===== src/bccr_pkg.sv =====
// Shared types and constants of the box-circle collision resolver.
package bccr_pkg;

  localparam int unsigned SqrtSteps = 16;
  localparam int unsigned DivSteps  = 17;
  localparam int unsigned Axes      = 3;

  localparam logic signed [17:0] OneQ16  = 18'sd65536;
  localparam logic signed [17:0] DiagQ16 = 18'sd46341;

  typedef struct packed {
    logic signed [31:0] box_x;
    logic signed [31:0] box_y;
    logic signed [31:0] box_z;
    logic signed [31:0] circle_x;
    logic signed [31:0] circle_y;
    logic signed [31:0] circle_z;
    logic [30:0]        half_x;
    logic [30:0]        half_y;
    logic [30:0]        half_z;
  } req_t;

  // Per-item sideband that rides along the root and divide stages.
  typedef struct packed {
    logic                     hit;
    logic [2:0][31:0]         cir;
    logic [2:0][16:0]         d;
    logic signed [17:0]       nx;
    logic signed [17:0]       ny;
    logic [15:0]              m;
  } side_t;

  typedef struct packed {
    logic [31:0] n;
    logic [15:0] root;
    logic [16:0] rem;
  } sq_t;

  typedef struct packed {
    logic [31:0] n;
    logic [15:0] rem;
    logic [16:0] q;
  } dv_t;

  typedef dv_t [2:0] dv3_t;

endpackage


===== src/bccr_div_stage.sv =====
// One quotient bit of the three-lane restoring divider.
module bccr_div_stage #(
  parameter int unsigned B = 0
) (
  input  logic            clk_i,
  input  logic            rst_ni,
  input  logic            en_i,
  input  logic            valid_i,
  input  bccr_pkg::side_t side_i,
  input  bccr_pkg::dv3_t  dv_i,
  output logic            valid_o,
  output bccr_pkg::side_t side_o,
  output bccr_pkg::dv3_t  dv_o
);

  logic            valid_q;
  bccr_pkg::side_t side_q;
  bccr_pkg::dv3_t  dv_d, dv_q;

  always_comb begin
    logic [16:0] t;
    for (int i = 0; i < 3; i++) begin
      t          = {dv_i[i].rem, dv_i[i].n[B]};
      dv_d[i].n  = dv_i[i].n;
      if (t >= {1'b0, side_i.m}) begin
        dv_d[i].rem = 16'(t - {1'b0, side_i.m});
        dv_d[i].q   = {dv_i[i].q[15:0], 1'b1};
      end else begin
        dv_d[i].rem = t[15:0];
        dv_d[i].q   = {dv_i[i].q[15:0], 1'b0};
      end
    end
  end

  always_ff @(posedge clk_i or negedge rst_ni) begin
    if (!rst_ni) begin
      valid_q <= 1'b0;
    end else if (en_i) begin
      valid_q <= valid_i;
    end
  end

  always_ff @(posedge clk_i) begin
    if (en_i) begin
      side_q <= side_i;
      dv_q   <= dv_d;
    end
  end

  assign valid_o = valid_q;
  assign side_o  = side_q;
  assign dv_o    = dv_q;

endmodule

===== config.mk =====
export PLATFORM = sky130hd
export DESIGN_NAME = bccr_div_stage
export DESIGN_NICKNAME = d
export VERILOG_FILES = /design/src/bccr_pkg.sv /design/src/bccr_div_stage.sv
export SDC_FILE = /design/constraint.sdc
export NUM_CORES = 1
export LEC_CHECK = 0
export BUFFER_PORTS_ARGS = -buffer_cell sky130_fd_sc_hd__buf_4
export CORE_AREA = 4 4 308 310
export DETAILED_ROUTE_END_ITERATION = 10
export DIE_AREA = 0 0 312 314
export PLACE_DENSITY = 0.46
export SKIP_LAST_GASP = 1
export SLEW_MARGIN = 10
export SYNTH_ARGS = -nofsm -noshare
export SYNTH_HDL_FRONTEND = slang
export SYNTH_SLANG_ARGS = --single-unit
export TNS_END_PERCENT = 100

===== constraint.sdc =====
create_clock -name clk_i -period 2.1 [get_ports clk_i]
set_input_delay 0.525 -clock clk_i [delete_from_list [all_inputs] [get_ports clk_i]]
set_output_delay 0.525 -clock clk_i [all_outputs]
set_load 0.01 [all_outputs]

* After elaboration in Yosys (flattened, before gate mapping) *
Index checks and enable logic that the tools add are counted.

word-level totals
  bits in registers = 396

cells by class
  $add $sub $neg = 3
  order comparisons = 3
  multiplexer cells = 3

operators by type and width
  operator                        count
  2-to-1 mux 33 bit               3
  >= comparator 17 x 16 -> 1 bit  3
  subtractor 16 bit               3

* Logic depth before layout (Yosys ltp) *
Gate-level depths: netlist of run 1.

  depth after elaboration = 2
  mapped depth = 11
  gate-level depth less buffers = 10

* Worst setup path after synthesis of run 1 *
OpenSTA, ideal clock, no wires.

  path type = input to register
  start = in side_i[1] (netlist bit)
  end = reg dv_q, in the netlist dv_o[25] (data pin)
  setup time = 260 ps
  data required time = 1840 ps
  cell stages on the path = 10
  arrival time = 2797 ps
  slack = -958 ps
  cells stage by stage = inv_1 -> ha_1 -> nor2b_4 -> o31a_1 -> o21a_4 -> o21ai_2 -> a21oi_2 -> a2111oi_4 -> buf_6 -> mux2_4

RTL lines
  element               line                  RTL
  from (decl)           bccr_div_stage.sv:9   input bccr_pkg::side_t side_i,
  to (signal assigned)  bccr_div_stage.sv:46  dv_q <= dv_d;
  to (decl)             bccr_div_stage.sv:18  bccr_pkg::dv3_t dv_d, dv_q;

==> run metrics, run 1 <==
Worst R2R Path Depth=1; Fin Setup TNS=-13.38 ns; Hold Violations, Final=0; switching power=5710 µW; grt total ovfl=0; Buffers on Ports=791; fin crit share=117%; Post-synth EDFFs=395; simple-gate share of the synthesized area=3.41%; switching share of power=24.9%; Leak=0.0110 µW; Clk pwr share=38.5%; #FFs+latches synth=396; area grow syn2layout=77.1%; async set or reset register ratio after synthesis=0.253%; Synth Area in Adders=4.45%; FF-to-FF End=valid_o; Synthesized Nets=1228; Remaining DRCs=0; initial core utilization=16.2%; Die W=312 µm; TritonCTS clock tree=yes; post-detail-place hpwl=between 50000 and 60000 µm; top cells by count, synth=edfxtp_1, ha_1, mux2_2, a21oi_1, nor2_1; Post-Route WL=71500 µm; sequential power share=42.7%; Worst EP required=2.45 ns; Hold Path Depth=1; I/O pin count=around 800; Finished Layout Cells=3037; Yosys cell types=60; setup ws final=-0.362 ns; r2r startpoint=valid_o; largest net degree at the start of global routing=76; RSZ-0062 raised after global routing=true; largest family of logic cells by synthesized area=compound AO/OA/AOI/OAI gates; P_int=17200 µW; CTS Buf Count=49; mux cell area share after synthesis=between 3 and 4%; layout cells sized above 1=63.9%; Gate power share=18.8%; top cells by area, synth=edfxtp_1, ha_1, mux2_2; CP arrival=2.81 ns; initial antenna violation count=14; fmax=406 MHz; xor/xnor share of the synthesized area=1.83%; WHS Endpoint=side_o[178]; Post-Synthesis Cells=~800; Via density=3.75; Hold Crit Class=in2reg; PwrDens=870 nW/µm²; Mapped Area=14900 µm²; antenna viol nets, final=0; Synth top area share=79.9%; DRT iter0 DRCs=751; routability cong.=0.863; maxcap violations=0; area of the die=98000 µm²; first-pass GRT wire length=94800 µm; placed cell area=23800 µm²; Slew HR=about 70%; largest fanout on the critical path=6; top-count cell post-synth=edfxtp_1; sequential fraction of the synthesis area=roughly four fifths; worst-margin pin slew=0.442 ns; startpoint types=input port; clk root buf=clkbuf_16; gr usage total=13.7%; Vias=between 10000 and 15000; Mapped Avg Cell Area=roughly 19 µm²; Placed Cells=2923; 1st-pass router iterations=4; ys flop type=edfxtp_1; design area=26300 µm²; Core Region=91700 µm²; failing checks=negative setup slack; # rows=111; vias in the first global route=between 10000 and 15000; Avg WL per Cell=around 24 µm; Setup violations, final=50; CTS Buffer Depth=3; top cell type by total area after synthesis=edfxtp_1; Worst-path clk slew=0.07 ns; Slew Limit Fails=0; Die H=314 µm; Worst VDD drop=0.471 mV; Synth Area in Compound Gates=5.67%; status=finished with violations; worst-skew pair later-pin latency=roughly 0.60 ns; Crit Path Class=in2reg; CTS Sinks=about 400; NumNets Final=2259; depth of the CTS H-tree=2; hold_sp=side_i[178]; Ys Warns=0; flop2flop setup slack=between 1 and 1.5 ns; crit path capture type=flip-flop; Worst Clk Skew=0 ns; Period minus WS final=2.46 ns
layout by cell type (no fill, tap or decap), drive strengths merged, types with 19 or more instances in the layout:
cell and n:
buf 982, edfxtp 395, clkbuf 64, ha 48
nor2 32, o21ai 22, mux2 40, nand2 20
xnor2 21, a21oi 34, inv 19
layout make-up:
cell class                 instances  area [µm²]
inverter                          26         140
fill                            9388       65400
sequential                       396       11900
antenna                            3        7.51
clock buffer                      62        1330
clock inverter                    28         343
tap                             1186        1480
multi-input combinational        351        3440
timing repair buffer             985        7690
cells by family after synthesis:
| group | count (synthesis) |
|---|---|
| flops | 396 |
| compound gates | 118 |
| simple gates | 103 |
| fa+ha+maj | 51 |
| mux | 48 |
| xor+xnor | 31 |
| buf+inv | 31 |
power by group through the flow:
stage          Sequential (µW)  Combinational, µW  Clock (µW)
5_1_grt                   9830               4620        9500
4_1_cts                   9790               4180        9170
3_5_place_dp              9930               4070           0
6_report                  9780               4310        8810
3_3_place_gp              9940               4050           0
2_1_floorplan            10300                928           0
state kept, by name, indices dropped and copies added, names as in the netlist:
| name | cells |
|---|---|
| dv_o | 195 |
| valid_o | 1 |
| side_o | 200 |
repair_timing:
item / CTS / global route
endpoints found under the hold margin: 1 / 0
gates cloned: 0 / 2
resized for setup: 45 / 86
pin swaps: 8 / 29
hold buffers: 1 / 0
endpoints found under the setup margin: 50 / 50
setup buffers: 5 / 15
how the worst max path moves through the flow:
stage                           from  slack (ns)  depth (start not counted)         to
after floorplan            dv_i[147]       -0.83                          9  dv_o[155]
after global placement     side_i[1]       -1.06                         11  dv_o[150]
after detailed placement   side_i[1]       -1.09                         11  dv_o[153]
after CTS                  side_i[6]       -0.27                         10  dv_o[151]
after global routing      side_i[10]       -0.39                         11   dv_o[25]
final                      side_i[9]       -0.36                         11   dv_o[25]
routing by layer:
| layer | vias up | global-route usage, % | routed length, µm |
|---|---|---|---|
| li1 | 5147 | - | - |
| met1 | 5635 | 14.4 | 25400 |
| met2 | 488 | 24.0 | 36400 |
| met3 | 102 | 6.57 | 7460 |
| met4 | 16 | 4.42 | 2090 |
| met5 | - | 0 | 99 |
through the flow:
| stage | setup slack, ns | hold slack, ns | utilization, % | power [µW] |
|---|---|---|---|---|
| global route | -0.393 | 0.0250 | 28.7 | 24000 |
| floorplan | -0.835 | 0.229 | - | 11200 |
| global placement | -1.06 | 0.305 | 26.0 | 14000 |
| CTS | -0.267 | 0.0190 | 28.0 | 23100 |
| finish | -0.362 | 0.0952 | 28.7 | 22900 |
| detailed placement | -1.09 | 0.306 | 26.0 | 14000 |
critical path, cell delays in order:
cell        delay, ns
buf_8            0.08
clkinvlp_4       0.20
ha_4             0.25
a211oi_2         0.22
nor2_2           0.08
o41ai_4          0.36
a21oi_2          0.12
a2111oi_4        0.31
buf_4            0.20
clkbuf_16        0.16
mux2_4           0.30
(Power assumes the default switching activity.)
==> inputs of run 2 (changes only) <==
--- a/config.mk
+++ b/config.mk
@@ -6,10 +6,12 @@
 export NUM_CORES = 1
 export LEC_CHECK = 0
 export BUFFER_PORTS_ARGS = -buffer_cell sky130_fd_sc_hd__buf_4
+export CELL_PAD_IN_SITES_DETAIL_PLACEMENT = 0
+export CELL_PAD_IN_SITES_GLOBAL_PLACEMENT = 1
 export CORE_AREA = 4 4 308 310
 export DETAILED_ROUTE_END_ITERATION = 10
 export DIE_AREA = 0 0 312 314
-export PLACE_DENSITY = 0.46
+export PLACE_DENSITY = 0.53
 export SKIP_LAST_GASP = 1
 export SLEW_MARGIN = 10
 export SYNTH_ARGS = -nofsm -noshare
==> run metrics, run 2 (same netlist as run 1, synthesis figures left out) <==
initial antenna violation count=25 (was 14); antenna viol nets, final=0 (unchanged); worst-skew pair later-pin latency=0.58 ns (was 0.60 ns); CTS Buffer Depth=3 (unchanged); DRT iter0 DRCs=714 (was 751); Slew Limit Fails=0 (unchanged); critical path's slowest cell=mux2_4 (was o41ai_4); RSZ-0062 raised after global routing=true (unchanged); Buffers on Ports=791 (unchanged); post-detail-place hpwl=58200 µm (was 58700 µm); grt total ovfl=0 (unchanged); max reg flops=200 (unchanged); cells along the critical path=buf_12 -> inv_12 -> buf_12 -> ha_4 -> nor2b_4 -> o31a_1 -> o31a_1 -> o21ai_2 -> nand2_2 -> a311oi_4 -> buf_6 -> mux2_4 (was buf_8 -> clkinvlp_4 -> ha_4 -> a211oi_2 -> nor2_2 -> o41ai_4 -> a21oi_2 -> a2111oi_4 -> buf_4 -> clkbuf_16 -> mux2_4); Fillers=9334 (was 9388); Period minus WS final=2.33 ns (was 2.46 ns); design area=26400 µm² (was 26300 µm²); Die H=314 µm (unchanged); status=finished with violations (unchanged); dpl ws=-1.02 ns (was -1.09 ns); setup ws final=-0.234 ns (was -0.362 ns); Die W=312 µm (unchanged); clk root buf=clkbuf_16 (unchanged); Gate power share=19.7% (was 18.8%); crit path capture type=flip-flop (unchanged); Hold Crit Class=in2reg (unchanged); Core Util, Final=28.8% (was 28.7%); placed cell area=23800 µm² (about the same); initial core utilization=16.2% (unchanged); TritonCTS clock tree=yes (unchanged); CTS Sinks=396 (unchanged); fmax=428 MHz (was 406 MHz); routability cong.=0.853 (was 0.863); Worst VDD drop=0.502 mV (was 0.471 mV); gr usage total=13.6% (was 13.7%); largest net degree at the start of global routing=53 (was 76); area grow syn2layout=77.8% (was 77.1%); fin crit share=111% (was 117%); startpoint types=input port (unchanged); switching power=5630 µW (was 5710 µW); largest fanout on the critical path=8 (was 6); Worst-path clk slew=0.06 ns (was 0.07 ns); Setup violations, final=47 (was 50); layout cells sized above 1=64.7% (was 63.9%); Post-Route WL=71000 µm (was 71500 µm); Core Region=91700 µm² (unchanged); Leak=0.0110 µW (about the same); most common cell after layout, fill and taps aside=buf_4 (unchanged); commonest cells after routing, fill and taps aside=buf_4, edfxtp_1, clkbuf_16, mux2_4, nor2_1 (unchanged); I/O pin count=795 (unchanged); Worst Clk Skew=0 ns (unchanged); CTS Buf Count=46 (was 49); vias in the first global route=11800 (was 11900); Clk pwr share=36.2% (was 38.5%); depth of the CTS H-tree=2 (unchanged); maxcap violations=0 (unchanged); sequential power share=44.1% (was 42.7%); CP peak stage delay=0.31 ns (was 0.36 ns); Min Hold Slack=0.104 ns (was 0.0952 ns); PwrDens=840 nW/µm² (was 870 nW/µm²); Slew HR=71.3% (was 70.2%); worst-margin pin slew=0.431 ns (was 0.442 ns); failing checks=negative setup slack (unchanged); # rows=111 (unchanged); Hold Violations, Final=0 (unchanged); Vias=11300 (was 11400); CP arrival=2.68 ns (was 2.81 ns); P_int=16600 µW (was 17200 µW); Remaining DRCs=0 (unchanged); Crit Path Class=in2reg (unchanged); NumNets Final=2253 (was 2259); Avg WL per Cell=23.4 µm (was 23.5 µm); Worst EP required=2.44 ns (was 2.45 ns); 1st-pass router iterations=5 (was 4); Via density=3.73 (was 3.75); Fin Setup TNS=-6.83 ns (was -13.38 ns); first-pass GRT wire length=94000 µm (was 94800 µm); switching share of power=25.4% (was 24.9%); area of the die=98000 µm² (unchanged)
-- run 2: changes by cell type in the layout (fill, tap and decap cells not counted), sizes merged --
| cell | delta |
|---|---|
| a21oi | +1 |
| buf | -2 |
| bufinv | -3 |
| clkbuf | -9 |
| clkinvlp | +3 |
| diode | +1 |
-- run 2: path summary, 6_finish.rpt --
| check | start | slack (ns) | cells after the start | endpoint |
|---|---|---|---|---|
| max in group asynchronous | rst_ni | 1.72 | 2 | valid_o |
| worst min-delay path | side_i[127] | 0.10 | 1 | side_o[127] |
| min in group asynchronous | rst_ni | 0.28 | 2 | valid_o |
| worst max register to register | valid_o | 1.35 | 1 | valid_o |
| worst max-delay path | side_i[1] | -0.23 | 12 | dv_o[154] |
| worst min register to register | valid_o | 0.52 | 1 | valid_o |
-- run 2: layout make-up --
type | count | area (µm²) | share of cell area [%]
repair buffers | 981 | 7760 | 29.4
flip-flops and latches | 396 | 11900 | 45.0
well taps | 1186 | 1480 | 5.62
diodes | 4 | 10.0 | 0.0379
multi-input cells | 352 | 3620 | 13.7
clock buffers | 55 | 1210 | 4.60
clock inverters | 28 | 279 | 1.06
inverters | 26 | 149 | 0.564
-- run 2: metal layers --
layer	GRT usage (%)	part of all wire, %
met4	3.95	2.7
met5	0	0.18
met2	24.0	50
met1	14.4	36
met3	6.52	11
-- run 2: timing repair --
action	4_1_cts	5_1_grt
hold buffers	1	0
buffers inserted	20	10
gates resized for setup	107	55
gates cloned	2	0
setup endpoints to repair	51	50
hold endpoints to repair	1	0
pin swaps	24	26
-- run 2: per-stage QoR --
step,power (µW),instances
6_report,22200,3028
3_5_place_dp,14000,2914
2_1_floorplan,11200,778
4_1_cts,22500,3017
3_3_place_gp,14000,2914
5_1_grt,23200,3024
-- run 2: worst max-delay path: cells and delay by family --
family                     cells  cell delay [ns]
buffers and inverters          4             0.46
and+or+nand+nor                2             0.21
muxes                          1             0.31
adders and majority gates      1             0.18
AOI/OAI and AO/OA              4             0.98
-- run 2: power by group through the flow --
| stage | registers, µW | logic, µW | clock network (µW) |
|---|---|---|---|
| 5_1_grt | 9840 | 4670 | 8690 |
| 3_3_place_gp | 9950 | 4010 | 0 |
| 2_1_floorplan | 10300 | 928 | 0 |
| 6_report | 9770 | 4380 | 8030 |
| 3_5_place_dp | 9940 | 4030 | 0 |
| 4_1_cts | 9790 | 4330 | 8420 |
