<file path="config.mk">
export PLATFORM = sky130hd
export DESIGN_NAME = bccr_sqrt_stage
export DESIGN_NICKNAME = d
export VERILOG_FILES = /design/src/bccr_pkg.sv /design/src/bccr_sqrt_stage.sv
export SDC_FILE = /design/constraint.sdc
export NUM_CORES = 1
export LEC_CHECK = 0
export ABC_AREA = 1
export BUFFER_PORTS_ARGS = -buffer_cell sky130_fd_sc_hd__buf_4
export CAP_MARGIN = 40
export CELL_PAD_IN_SITES_DETAIL_PLACEMENT = 2
export CELL_PAD_IN_SITES_GLOBAL_PLACEMENT = 2
export CORE_ASPECT_RATIO = 0.5
export CORE_MARGIN = 3
export CORE_UTILIZATION = 28
export CTS_CLUSTER_DIAMETER = 120
export DETAILED_ROUTE_END_ITERATION = 10
export PLACE_DENSITY = 0.91
export SLEW_MARGIN = 20
export SYNTH_ARGS = -nofsm -noshare
export SYNTH_HDL_FRONTEND = slang
export SYNTH_SLANG_ARGS = --single-unit
</file>
<file path="constraint.sdc">
create_clock -name clk_i -period 0.8 [get_ports clk_i]
set_input_delay 0.04 -clock clk_i [delete_from_list [all_inputs] [get_ports clk_i]]
set_output_delay 0.04 -clock clk_i [all_outputs]
set_load 0.05 [all_outputs]
</file>
<file path="src/bccr_pkg.sv">
// Shared types and constants of the box-circle collision resolver.
package bccr_pkg;

  localparam int unsigned SqrtSteps = 16;
  localparam int unsigned DivSteps  = 17;
  localparam int unsigned Axes      = 3;

  localparam logic signed [17:0] OneQ16  = 18'sd65536;
  localparam logic signed [17:0] DiagQ16 = 18'sd46341;

  typedef struct packed {
    logic signed [31:0] box_x;
    logic signed [31:0] box_y;
    logic signed [31:0] box_z;
    logic signed [31:0] circle_x;
    logic signed [31:0] circle_y;
    logic signed [31:0] circle_z;
    logic [30:0]        half_x;
    logic [30:0]        half_y;
    logic [30:0]        half_z;
  } req_t;

  // Per-item sideband that rides along the root and divide stages.
  typedef struct packed {
    logic                     hit;
    logic [2:0][31:0]         cir;
    logic [2:0][16:0]         d;
    logic signed [17:0]       nx;
    logic signed [17:0]       ny;
    logic [15:0]              m;
  } side_t;

  typedef struct packed {
    logic [31:0] n;
    logic [15:0] root;
    logic [16:0] rem;
  } sq_t;

  typedef struct packed {
    logic [31:0] n;
    logic [15:0] rem;
    logic [16:0] q;
  } dv_t;

  typedef dv_t [2:0] dv3_t;

endpackage

</file>
<file path="src/bccr_sqrt_stage.sv">
// One bit of the pipelined integer square root.
module bccr_sqrt_stage #(
  parameter int unsigned K = 0
) (
  input  logic            clk_i,
  input  logic            rst_ni,
  input  logic            en_i,
  input  logic            valid_i,
  input  bccr_pkg::side_t side_i,
  input  bccr_pkg::sq_t   sq_i,
  output logic            valid_o,
  output bccr_pkg::side_t side_o,
  output bccr_pkg::sq_t   sq_o
);

  logic            valid_q;
  bccr_pkg::side_t side_q;
  bccr_pkg::sq_t   sq_d, sq_q;

  always_comb begin
    logic [18:0] trial, t;
    trial = {sq_i.rem, sq_i.n[2*K+1 -: 2]};
    t     = {1'b0, sq_i.root, 2'b01};
    sq_d.n = sq_i.n;
    if (trial >= t) begin
      sq_d.rem  = 17'(trial - t);
      sq_d.root = {sq_i.root[14:0], 1'b1};
    end else begin
      sq_d.rem  = trial[16:0];
      sq_d.root = {sq_i.root[14:0], 1'b0};
    end
  end

  always_ff @(posedge clk_i or negedge rst_ni) begin
    if (!rst_ni) begin
      valid_q <= 1'b0;
    end else if (en_i) begin
      valid_q <= valid_i;
    end
  end

  always_ff @(posedge clk_i) begin
    if (en_i) begin
      side_q <= side_i;
      sq_q   <= sq_d;
    end
  end

  assign valid_o = valid_q;
  assign side_o  = side_q;
  assign sq_o    = sq_q;

endmodule

</file>
==> results.md, run 1 <==
* TritonCTS Sinks at 266
* Mapped Area at 9460 um2
* Proportion of synthesized area in mux cells at 0.119%
* Mean Syn Cell Area at 16.9 um2
* H-tree depth at 1
* Post-synthesis compound-gate area fraction at 0.833%
* Gate count after technology mapping at 561
* Worst endpoint type: primary output
* GR repair worst EP: side_o[25]
* Mapped Nets at 848
* Seq cells post-synth at 266
* Row count at 46
* Hpwl dp at 36,900 um
* Count of cell types in the netlist at 24
* Top cell type's share of synthesized area at 84.1%
* Post-synthesis sequential area ratio at 84.4%
* Clock Tree Root: clkbuf_16
* Xor/xnor share of the synthesized area at 0.648%
* Initial antenna violation count at 16
* Routability congestion estimate at 0.807
* Largest area contributor in the netlist: edfxtp_1
* Post-Synth Simple-Gate Area at 8.71%
* Top cells by area, synth: edfxtp_1 84%, nand2_1 5.1%, inv_1 2.6%
* Largest net degree at the start of global routing at 55
* Port bufs at 534
* Synth Area in Adders at 2.38%
* Largest family of logic cells by synthesized area: simple AND/OR/NAND/NOR gates
* Number of buffers created by CTS at 26
* Synth Warn # at 0
* Status: stopped before the end
* Die width at 266 um
* Stopping stage: 5_1_grt
* Initial Utilization at 29.1%
* Die Span Y at 136 um
* Clock buffer depth at 3
* # IOs at 535
* First error: [ERROR DPL-0033] detailed placement checks failed during check placement.
cell usage after synthesis:
cell,number
a21oi_1,12
buf_4,2
buf_8,1
dfrtp_1,1
edfxtp_1,265
ha_1,18
inv_1,66
mux2_2,1
nand2_1,129
nand2_2,4
nand2_4,1
nand2_8,1
nand3_1,31
nand3_2,1
nand3b_2,1
nand4_1,3
nor2_1,7
nor2_2,3
nor2_4,2
nor3_1,3
o21bai_4,1
or2_2,1
xnor2_1,2
xor2_1,5
cell families after synthesis:
| group | Yosys count |
|---|---|
| AO/OA/AOI/OAI | 13 |
| XOR/XNOR | 7 |
| adder cells (fa/ha/maj) | 18 |
| buffers and inverters | 69 |
| flip-flops | 266 |
| multiplexers | 1 |
| AND/OR/NAND/NOR | 187 |
what timing repair did:
| action | 4_1_cts |
|---|---|
| endpoints found under the setup margin | 285 |
| hold buffers | 268 |
| hold endpoints to repair | 280 |
| cloned | 6 |
| resized for setup | 376 |
| buffers inserted | 26 |
| pin swaps | 53 |
through the flow:
stage	worst slack, ns	instance area [um2]	TNS [ns]	hold slack [ns]	instances
floorplan	-0.601	9820	-10.34	-0.256	561
CTS	-0.480	19900	-113.10	0.00635	1913
detailed placement	-1.10	14700	-30.96	-0.178	1571
global placement	-0.837	14700	-22.26	-0.176	1571
==> run 2, diff against run 1 <==
==> config.mk (replaced) <==
export PLATFORM = sky130hd
export DESIGN_NAME = bccr_sqrt_stage
export DESIGN_NICKNAME = d
export VERILOG_FILES = /design/src/bccr_pkg.sv /design/src/bccr_sqrt_stage.sv
export SDC_FILE = /design/constraint.sdc
export NUM_CORES = 1
export LEC_CHECK = 0
export ABC_AREA = 1
export BUFFER_PORTS_ARGS = -buffer_cell sky130_fd_sc_hd__buf_4
export CAP_MARGIN = 40
export CORE_AREA = 3 3 205 207
export DETAILED_ROUTE_END_ITERATION = 10
export DIE_AREA = 0 0 208 210
export PLACE_DENSITY_LB_ADDON = 0.15
export SLEW_MARGIN = 20
export SYNTH_ARGS = -nofsm -noshare
export SYNTH_HDL_FRONTEND = slang
export SYNTH_SLANG_ARGS = --single-unit
==> run 2 against run 1 <==
  * The flow now finishes, with violations (negative setup slack)
  * Synthesized area unchanged
  * Synthesized cell count unchanged
==> results.md, run 2 <==
* Core ar. at 40,600 um2
* Most common cell after layout, fill and taps aside: buf_4
* Layout cells sized above 1 at 53.7%
* Sequential share of power at 39.8%
* Post-synth ARST share at 0.376% (unchanged)
* Die Span Y at 210 um (+54%)
* Fin worst setup slack at -0.368 ns
* Max VDD drop at 1.82 mV
* Gate count after technology mapping at 561 (unchanged)
* Clock share of power at 33.4%
* Number of flip-flops in the largest register at 200
* Critical-path top delay cell: edfxtp_1
* CTS tree: built
* GRT overflow at 0
* Initial antenna violation count at 1
* Via count at 8,182
* Max-slew violation count at 0
* Clock slew at reported path FFs at 0.06 ns
* # IOs at 535 (unchanged)
* Crit path cell chain: buf_6
* Tmin final at 1.17 ns
* Worst EP required at 0.76 ns
* Max Clk Rate at 856 MHz
* Buf/Inv on CP at 1
* Initial Utilization at 23.3% (-5.8 points)
* Count of cell types in the netlist at 24 (unchanged)
* Comb power frac at 26.8%
* Hold-fix buffers, CTS at 267 (-0.37%)
* Status: complete, but fails checks
* Die width at 208 um (-22%)
* Internal power at 30.3 mW
* Worst Max-Slew Pin Slew at 0.262 ns
* Post-route DRC at 0
* Largest area contributor in the netlist: edfxtp_1
* Most instantiated cells after synthesis: 265 x edfxtp_1, 129 x nand2_1, 66 x inv_1
* Count of final setup violators at 284
* Most frequent cells in the layout: 319 x buf_4, 290 x buf_6, 266 x dlygate4sd3_1
* Power Density at 2110 nW/um2
* Setup TNS at -85.32 ns
* Gr usage total at 16.8%
* Clock buffer depth at 3 (unchanged)
* Starting DRC count in detailed routing at 357
* Top cell type's share of synthesized area at 84.1% (unchanged)
* Hpwl dp at 27,200 um (-26%)
* Sw frac at 30.0%
* WP data arrival at 1.13 ns
* Max stage delay on crit path at 0.43 ns
* Largest net degree at the start of global routing at 45
* Mean Syn Cell Area at 16.9 um2 (unchanged)
* Clock Latency Late Sink at 0.51 ns
* Top cells by area, synth: edfxtp_1 84%, nand2_1 5.1%, inv_1 2.6%
* Slew headroom at 82.6%
* Fin crit share at 146%
* Vias in the first global route at 8,939
* Port bufs at 534 (unchanged)
* Setup crit start kind: flop
* Post-synth EDFFs at 265 (unchanged)
* Row count at 74 (+61%)
* Max Cap Viol at 0
* Post-synthesis sequential area ratio at 84.4% (unchanged)
* Placed cells at 1,691 (+7.6%)
* Seq cells post-synth at 266 (unchanged)
* WL final at 37,800 um
* Antenna viol nets, final at 0
* Die ar. at 43,700 um2
* Wirelength per Cell at 18.5 um
* HP Class: input pin to flop
* Drt via density at 4.00
* First-pass GRT wire length at 55,800 um
* Mapped Area at 9460 um2 (unchanged)
* Drt first pass iters at 4
* Finished Layout Cells at 2,048
* Psw at 13.0 mW
* H-tree depth at 2 (+1)
* Worst setup EP type: output port
* Worst clock skew at 0 ns
* Routability congestion estimate at 0.776 (-3.9%)
* Crit Path Class: flop to output port
* CP max FO at 1
* Static leakage at 8.84 nW
* Area Growth Syn to Fin at 117%
* Layout Nets at 1,778
* Largest delay share family, worst path: flip-flops
* Top FF cell, synth: edfxtp_1
* RSZ-0062 raised after global routing: true
* Fin. Hold Viols at 0
* Clock Tree Root: clkbuf_16
* Failing checks: negative setup slack
* Number of buffers created by CTS at 34 (+31%)
* Count leader, synth: edfxtp_1
* Synth Warn # at 0 (unchanged)
* Mapped Nets at 848 (unchanged)
* TritonCTS Sinks at 266 (unchanged)
## run 2: what timing repair did
action                                  4_1_cts  5_1_grt
resized for setup                           366       27
pin swaps                                    78       27
hold endpoints to repair                    266        1
endpoints found under the setup margin      284      285
gates cloned                                  6        0
buffers inserted                             24        1
## run 2: cell type report
| class | instances | area [um2] |
|---|---|---|
| Timing Repair Buffer | 894 | 8680 |
| Antenna cell | 1 | 2.50 |
| Inverter | 66 | 285 |
| Sequential cell | 266 | 7980 |
| Clock inverter | 18 | 153 |
| Clock buffer | 42 | 902 |
| Tap cell | 532 | 666 |
| Fill cell | 3492 | 20000 |
| Multi-Input combinational cell | 229 | 1840 |
## run 2: worst paths after layout
path	start	end	slack, ns	depth (start not counted)
min	en_i	valid_o	0.002	2
max	sq_o[14]	sq_o[14]	-0.37	1
max reg2reg	valid_o	valid_o	0.02	1
max in group asynchronous	rst_ni	valid_o	0.26	3
min reg2reg	valid_o	valid_o	0.54	1
min in group asynchronous	rst_ni	valid_o	0.42	3
## run 2: stage by stage
stage          util (%)  instance area [um2]  setup WS, ns  hold WS [ns]  power [mW]
2_1_floorplan         -                 9820        -0.601        -0.256        22.5
3_3_place_gp       37.1                15000        -0.826        -0.183        26.5
3_5_place_dp       37.1                15000        -0.818        -0.180        26.6
4_1_cts            50.4                20400        -0.411       0.00478        43.9
5_1_grt            50.6                20500        -0.418      -0.00542        45.1
6_report           50.6                20500        -0.368       0.00192        43.3
## run 2: cells by family after synthesis
group                      synth area share (%)
DFF                                        84.4
and+or+nand+nor                            8.71
buffers and inverters                      2.94
adders and majority gates                  2.38
AOI/OAI and AO/OA                         0.833
xor gates and xnor gates                  0.648
muxes                                     0.119
## run 2: metal layers
| metal | routed length [um] | track usage, % | vias up |
|---|---|---|---|
| met2 | 20700 | 31.4 | 293 |
| met4 | 780 | 4.39 | 0 |
| met3 | 2320 | 4.54 | 52 |
| met1 | 14000 | 19.1 | 3976 |
| li1 | - | - | 3861 |
| met5 | 0 | 0 | - |
## run 2: power groups by stage
stage / Sequential (mW) / Clock [mW] / Combinational, mW
6_report: 17.3 / 14.5 / 11.6
5_1_grt: 17.4 / 15.7 / 12.1
4_1_cts: 17.3 / 15.0 / 11.6
3_5_place_dp: 17.3 / 0 / 9.28
3_3_place_gp: 17.3 / 0 / 9.27
2_1_floorplan: 21.4 / 0 / 1.16
Power figures use the tool's default switching activity.
==> run 3, diff against run 2 <==
--- a/config.mk
+++ b/config.mk
@@ -5,14 +5,14 @@
 export SDC_FILE = /design/constraint.sdc
 export NUM_CORES = 1
 export LEC_CHECK = 0
-export ABC_AREA = 1
+export ABC_AREA = 0
 export BUFFER_PORTS_ARGS = -buffer_cell sky130_fd_sc_hd__buf_4
 export CAP_MARGIN = 40
-export CORE_AREA = 3 3 205 207
+export CORE_AREA = 3 3 208 210
 export DETAILED_ROUTE_END_ITERATION = 10
-export DIE_AREA = 0 0 208 210
+export DIE_AREA = 0 0 211 213
 export PLACE_DENSITY_LB_ADDON = 0.15
-export SLEW_MARGIN = 20
+export SLEW_MARGIN = 30
 export SYNTH_ARGS = -nofsm -noshare
 export SYNTH_HDL_FRONTEND = slang
 export SYNTH_SLANG_ARGS = --single-unit
==> run 3 against run 2 <==
  * The run still ends with negative setup slack left
  * Critical path depth increased by 8
  * Clock skew did not move
  * Count of clock-buffer cells in the layout is 1 lower
  * Register-to-register slack about the same
  * Flip-flop and latch count unchanged
  * Critical endpoint is now sq_o[13]
  * Largest power group unchanged
  * Highest routed layer unchanged
==> results.md, run 3 <==
* Count leader, synth: edfxtp_1
* Setup crit start kind: input pin
* Clock Latency Late Sink at 0.55 ns (+0.04 ns)
* Gate count after technology mapping at 446 (-20%)
* Critical-path top delay cell: or4_4
* Most common cell after layout, fill and taps aside: buf_4
* Largest delay share family, worst path: simple AND/OR/NAND/NOR gates
* CTS tree: built
* Seq cells post-synth at 266 (unchanged)
* Die Span Y at 213 um (+1.4%)
* Clock slew at reported path FFs at 0.06 ns (about the same)
* Layout cells sized above 1 at 50.7% (-3.0 points)
* Top cell type's share of synthesized area at 86.8% (+2.7 points)
* WL final at 35,700 um (-5.6%)
* Reg2reg setup slack at 0.03 ns (about the same)
* Fin crit share at 203% (+57 points)
* Port bufs at 534 (unchanged)
* Worst R2R Path Depth at 1 (unchanged)
* Worst clock skew at 0 ns (unchanged)
* WP data arrival at 1.93 ns (+0.80 ns)
* Worst setup EP type: flop
* Max Cap Viol at 0 (unchanged)
* Max Clk Rate at 617 MHz (-28%)
* Routability congestion estimate at 0.784 (+1.0%)
* Wirelength per Cell at 18.4 um (-0.55%)
* Worst Max-Slew Pin Slew at 0.435 ns (+0.174 ns)
* Placed cells at 1,616 (-4.4%)
* RSZ-0062 raised after global routing: true
* Clock Tree Root: clkbuf_16
* Number of buffers created by CTS at 31 (-8.8%)
* Status: complete, but fails checks
* Fill cells at 3,691 (+5.7%)
* Slew headroom at 71.0% (-12 points)
* HP Class: input pin to flop
* Via count at 7,708 (-5.8%)
* Largest area contributor in the netlist: edfxtp_1
* TritonCTS Sinks at 266 (unchanged)
* Setup TNS at -104.14 ns (-18.82 ns)
* Most instantiated cells after synthesis: 265 x edfxtp_1, 22 x a21oi_1, 21 x inv_1
* Top FF cell, synth: edfxtp_1
* Dpl ws at -1.55 ns (-0.727 ns)
* Power Density at 2080 nW/um2 (-1.5%)
* Antenna viol nets, final at 0 (unchanged)
* CP max FO at 5 (+4)
* Row count at 75 (+1.4%)
* Post-route DRC at 0 (unchanged)
* # IOs at 535 (unchanged)
* Count of final setup violators at 301 (+6.0%)
* Vias in the first global route at 8,390 (-6.1%)
* H-tree depth at 1 (-1)
* Drt via density at 3.97 (-0.70%)
* Count of cell types in the netlist at 47 (+96%)
* Failing checks: negative setup slack
* WHS Endpoint: sq_o[3]
* Post-synthesis sequential area ratio at 87.1% (+2.8 points)
* Initial antenna violation count at 1 (unchanged)
* Layout Nets at 1,673 (-5.9%)
* Gr usage total at 14.9% (-2.0 points)
* Worst r2r src: valid_o
* Initial Utilization at 21.9% (-1.4 points)
* Crit path cell chain: buf_8 > inv_4 > ha_4 > or3_4 > or4_4 > a311o_1 > a21oi_2 > xor2_1 > o21ai_1
* Synth Warn # at 0 (unchanged)
* Post-synth EDFFs at 265 (unchanged)
* Finished Layout Cells at 1,943 (-5.1%)
* Crit Path Class: input pin to flop
* Hold Path Origin: sq_i[0]
* Post-synth ARST share at 0.376% (unchanged)
* Fin worst setup slack at -0.820 ns (-0.452 ns)
* First-pass GRT wire length at 50,900 um (-8.9%)
* Largest net degree at the start of global routing at 27 (-40%)
* Most frequent cells in the layout: 356 x buf_4, 269 x dlygate4sd3_1, 267 x buf_6
* Hold path depth at 5 (+3)
* Core Util, Final at 47.0% (-3.6 points)
* RR Endpoint: valid_o
* Die ar. at 44,900 um2 (+2.9%)
* Die width at 211 um (+1.4%)
* GRT overflow at 0 (unchanged)
* Tmin final at 1.62 ns (+0.452 ns)
* Mapped Area at 9160 um2 (-3.2%)
* Hpwl dp at 26,000 um (-4.2%)
* Hold WS at 0.140 ns (+0.138 ns)
* Fin. Hold Viols at 0 (unchanged)
* Clock buffer depth at 3 (unchanged)
* Max VDD drop at 1.32 mV (-28%)
* Starting DRC count in detailed routing at 324 (-9.2%)
* Mean Syn Cell Area at 20.5 um2 (+22%)
* Number of flip-flops in the largest register at 200 (unchanged)
* Placed cell areas at 14,800 um2 (-1.4%)
* Buf/Inv on CP at 2 (+1)
* Total power at 40.8 mW (-5.9%)
* Static leakage at 8.24 nW (-6.8%)
* Max stage delay on crit path at 0.54 ns (+0.11 ns)
* Drt first pass iters at 4 (unchanged)
* Core ar. at 41,800 um2 (+3.0%)
* Max-slew violation count at 0 (unchanged)
* Area Growth Syn to Fin at 114%
* Mapped Nets at 733 (-14%)
* Worst EP required at 1.11 ns (+0.35 ns)
* Top cells by area, synth: edfxtp_1 87%, ha_1 2.5%, a21oi_1 1.2%
* Fin area at 19,600 um2 (-4.4%)
-- run 3: tightest hold or removal path, delay by kind of cell --
family                   cells  cell delay [ns]
AND/OR/NAND/NOR              1             0.06
buffers and inverters        1             0.07
adder cells (fa/ha/maj)      1             0.15
XOR/XNOR                     1             0.11
AO/OA/AOI/OAI                1             0.07
-- run 3: layout make-up --
| class | instances | area, um2 | area share [%] |
|---|---|---|---|
| diodes | 1 | 2.50 | 0.0128 |
| clock buffers | 41 | 813 | 4.15 |
| clock inverters | 9 | 50.0 | 0.255 |
| inverters | 22 | 105 | 0.536 |
| multi-input cells | 151 | 1230 | 6.26 |
| flip-flops and latches | 266 | 7980 | 40.7 |
| well taps | 539 | 674 | 3.44 |
| repair buffers | 914 | 8750 | 44.6 |
-- run 3: cells by family after synthesis --
kind of cell             Yosys count  share of synthesized area [%]
flip-flops                       266                           87.1
AO/OA/AOI/OAI                     60                           3.99
AND/OR/NAND/NOR                   57                           3.35
buffers and inverters             29                           1.46
adder cells (fa/ha/maj)           18                           2.46
XOR/XNOR                          14                           1.34
multiplexers                       2                          0.287
-- run 3: where the power goes --
| group | switching, mW | internal [mW] | leakage, nW |
|---|---|---|---|
| Combinational | 6.28 | 4.82 | 5.22 |
| Sequential | 0.571 | 16.7 | 2.60 |
| Clock | 5.36 | 7.04 | 0.415 |
-- run 3: worst max path at each step --
stage / endpoint / cells past startpoint / from
finish: sq_o[13] / 9 / sq_i[17]
CTS: sq_o[9] / 9 / sq_i[17]
global route: sq_o[13] / 9 / sq_i[17]
global placement: sq_o[9] / 9 / sq_i[18]
detailed placement: sq_o[9] / 9 / sq_i[18]
floorplan: sq_o[9] / 9 / sq_i[18]
-- run 3: metal layers --
metal	global-route usage, %	up-vias	routed length [um]
li1	-	3638	-
met2	28.3	290	19500
met1	16.3	3726	12800
met5	0	-	0
met3	3.79	54	2460
met4	4.41	0	912
-- run 3: what timing repair did --
| action | CTS | global route |
|---|---|---|
| gates resized for setup | 287 | 19 |
| pin swaps | 10 | 8 |
| setup endpoints to repair | 284 | 526 |
| endpoints found under the hold margin | 305 | 17 |
| hold buffers | 274 | 1 |
| buffers inserted | 1 | 2 |
==> run 4, diff against run 3 <==
--- a/config.mk
+++ b/config.mk
@@ -8,9 +8,10 @@
 export ABC_AREA = 0
 export BUFFER_PORTS_ARGS = -buffer_cell sky130_fd_sc_hd__buf_4
 export CAP_MARGIN = 40
-export CORE_AREA = 3 3 208 210
+export CORE_AREA = 3 3 204 206
+export CTS_CLUSTER_SIZE = 12
 export DETAILED_ROUTE_END_ITERATION = 10
-export DIE_AREA = 0 0 211 213
+export DIE_AREA = 0 0 207 209
 export PLACE_DENSITY_LB_ADDON = 0.15
 export SLEW_MARGIN = 30
 export SYNTH_ARGS = -nofsm -noshare
==> constraint.sdc (replaced) <==
create_clock -name clk_i -period 1.5 [get_ports clk_i]
set_input_delay 0.075 -clock clk_i [delete_from_list [all_inputs] [get_ports clk_i]]
set_output_delay 0.075 -clock clk_i [all_outputs]
set_load 0.05 [all_outputs]
==> run 4 against run 3 <==
  * The run still ends with negative setup slack left
  * Flip-flop and latch count stayed put
  * Global-route usage down 0.077 points
  * Via count down 1.6%
  * Non-clock buffer count fell by 26
  * Count of clock-buffer cells in the layout down 5
  * Critical path depth up 2
  * Worst hold slack got worse by 0.075 ns
  * Utilization decreased by 0.71 points
  * Cell count is 1.9% lower
  * Largest cell class is now flip-flops and latches
==> results.md, run 4 (same netlist as run 3, synthesis figures left out) <==
* Status: complete, but fails checks
* Failing checks: negative setup slack
* Hpwl dp at 25,100 um (-3.5%)
* Fin worst setup slack at -0.130 ns (+0.690 ns)
* Crit Path Class: input pin to flop
* Largest net degree at the start of global routing at 70 (+160%)
* Most common cell after layout, fill and taps aside: buf_4
* Layout cells sized above 1 at 50.4% (-0.24 points)
* Post-CTS setup buffer count at 0 (-1)
* First-pass GRT wire length at 50,100 um (-1.4%)
* CTS tree: built
* Total power at 21.8 mW (-47%)
* TritonCTS Sinks at 266 (unchanged)
* Worst r2r src: valid_o
* Hold Path Origin: sq_i[33]
* Area Growth Syn to Fin at 101%
* RSZ-0062 raised after global routing: true
* Layout Nets at 1,647 (-1.6%)
* Die width at 207 um (-1.9%)
* Row count at 73 (-2.7%)
* Number of flip-flops in the largest register at 200 (unchanged)
* HP Class: input pin to flop
* Most frequent cells in the layout: 608 x buf_4, 266 x dlygate4sd3_1, 265 x edfxtp_1
* Dpl ws at -0.878 ns (+0.667 ns)
* Clock slew at reported path FFs at 0.07 ns (about the same)
* Tmin final at 1.63 ns
* H-tree depth at 1 (unchanged)
* WP data arrival at 1.93 ns (about the same)
* Routability congestion estimate at 0.809 (+3.2%)
* Clock Latency Late Sink at 0.56 ns (about the same)
* Core ar. at 39,800 um2 (-4.6%)
* Static leakage at 7.78 nW (-5.6%)
* Max Cap Viol at 0 (unchanged)
* Max VDD drop at 0.744 mV (-43%)
* Drt first pass iters at 4 (unchanged)
* Port bufs at 534 (unchanged)
* Initial antenna violation count at 2 (+1)
* Fin crit share at 109%
* CP startpoint: sq_i[17]
* Number of buffers created by CTS at 31 (unchanged)
* Setup TNS at -1.35 ns (+102.79 ns)
* Sw frac at 29.7% (-0.22 points)
* Slew headroom at 72.0% (+1.1 points)
* Wirelength per Cell at 17.8 um (-3.0%)
* Worst clock skew at 0 ns (unchanged)
* Clock buffer depth at 3 (unchanged)
* Sequential share of power at 41.7% (-0.7 points)
* Clock Tree Root: clkbuf_16
* Worst Max-Slew Pin Slew at 0.419 ns (-0.0160 ns)
* Fin. Hold Viols at 0 (unchanged)
* Power Density at 1180 nW/um2 (-43%)
* Antenna viol nets, final at 0 (unchanged)
* Via count at 7,584 (-1.6%)
* Fill cells at 3,550 (-3.8%)
* Starting DRC count in detailed routing at 274 (-15%)
* Post-route DRC at 0 (unchanged)
* Count of final setup violators at 15 (-95%)
* Comb power frac at 25.1% (-2.1 points)
* Initial Utilization at 23.0% (+1.1 points)
* Gr usage total at 14.8% (-0.077 points)
* Max-slew violation count at 0 (unchanged)
* Vias in the first global route at 8,219 (-2.0%)
* # IOs at 535 (unchanged)
* Clock share of power at 33.1% (+2.7 points)
* Die ar. at 43,300 um2 (-3.7%)
* CP max FO at 5 (unchanged)
* WL final at 33,900 um (-4.9%)
* GRT overflow at 0 (unchanged)
* Drt via density at 3.98 (+0.30%)
* Worst setup EP type: flop
* Max Clk Rate at 614 MHz
* Internal power at 15.3 mW (-46%)
* Psw at 6.47 mW (-47%)
* Worst EP required at 1.80 ns (+0.69 ns)
* Die Span Y at 209 um (-1.9%)
* Setup crit start kind: input pin
==> run 4: cell count changes in the layout (fill, tap and decap cells not counted), moves of 5 or more <==
cell | previous run | this run
buf_12 | 13 | 7
buf_4 | 356 | 608
buf_6 | 267 | 2
clkbuf_1 | 10 | 5
dlymetal6s4s_1 | 5 | 0
==> run 4: routing by layer <==
metal  global-route usage, %  part of all wire [%]  wire length (um)  up-vias
met1                    17.6                    39             13400     3625
met4                    4.12                   2.3               794        2
met3                    4.79                   8.0              2720       53
met5                       0                 0.038                13        -
li1                        -                     -                 -     3583
met2                    25.7                    50             17000      321
==> run 4: path summary, 6_finish.rpt <==
path,slack (ns),cells after the start,end
setup reg to reg,0.76,1,valid_o
max in group asynchronous,1.03,3,valid_o
setup / recovery,-0.13,11,sq_o[10]
min in group asynchronous,0.36,3,valid_o
hold / removal,0.07,4,sq_o[1]
hold reg to reg,0.51,1,valid_o
==> run 4: layout make-up <==
| cell class | instances | area [um2] | share of cell area [%] |
|---|---|---|---|
| tap | 525 | 657 | 3.57 |
| clock inverter | 17 | 165 | 0.897 |
| clock buffer | 36 | 795 | 4.31 |
| multi-input combinational | 151 | 1230 | 6.66 |
| inverter | 22 | 105 | 0.571 |
| timing repair buffer | 888 | 7490 | 40.6 |
| sequential | 266 | 7980 | 43.3 |
| antenna | 1 | 2.50 | 0.0136 |
==> run 4: stage by stage <==
step	hold slack (ns)	area, um2	instances	utilization (%)
2_1_floorplan	-0.221	9240	446	-
3_3_place_gp	-0.149	14600	1584	36.6
3_5_place_dp	-0.147	14600	1584	36.6
4_1_cts	-0.0719	18300	1903	46.0
5_1_grt	0.0611	18400	1906	46.3
6_report	0.0653	18400	1906	46.3
==> run 4: power groups by stage <==
stage	combinational, mW	clock (mW)	sequential, mW
after global placement	4.79	0	9.23
after CTS	5.46	7.48	9.09
after detailed placement	4.80	0	9.23
final	5.47	7.21	9.09
after global routing	5.71	7.81	9.14
after floorplan	0.447	0	11.4
==> run 4: timing repair <==
| item | CTS | global route |
|---|---|---|
| hold buffers | 265 | 1 |
| endpoints found under the setup margin | 18 | 18 |
| gates cloned | 1 | 1 |
| endpoints found under the hold margin | 309 | 1 |
| pin swaps | 6 | 6 |
| gates resized for setup | 23 | 14 |
==> run 4: worst max-delay path: stages <==
cell       delay, ns
buf_8           0.08
inv_4           0.03
ha_4            0.14
or3_4           0.38
or4_4           0.53
nand4_1         0.11
and3_4          0.24
inv_8           0.06
clkbuf_16       0.16
nor2_4          0.10
a31oi_4         0.04
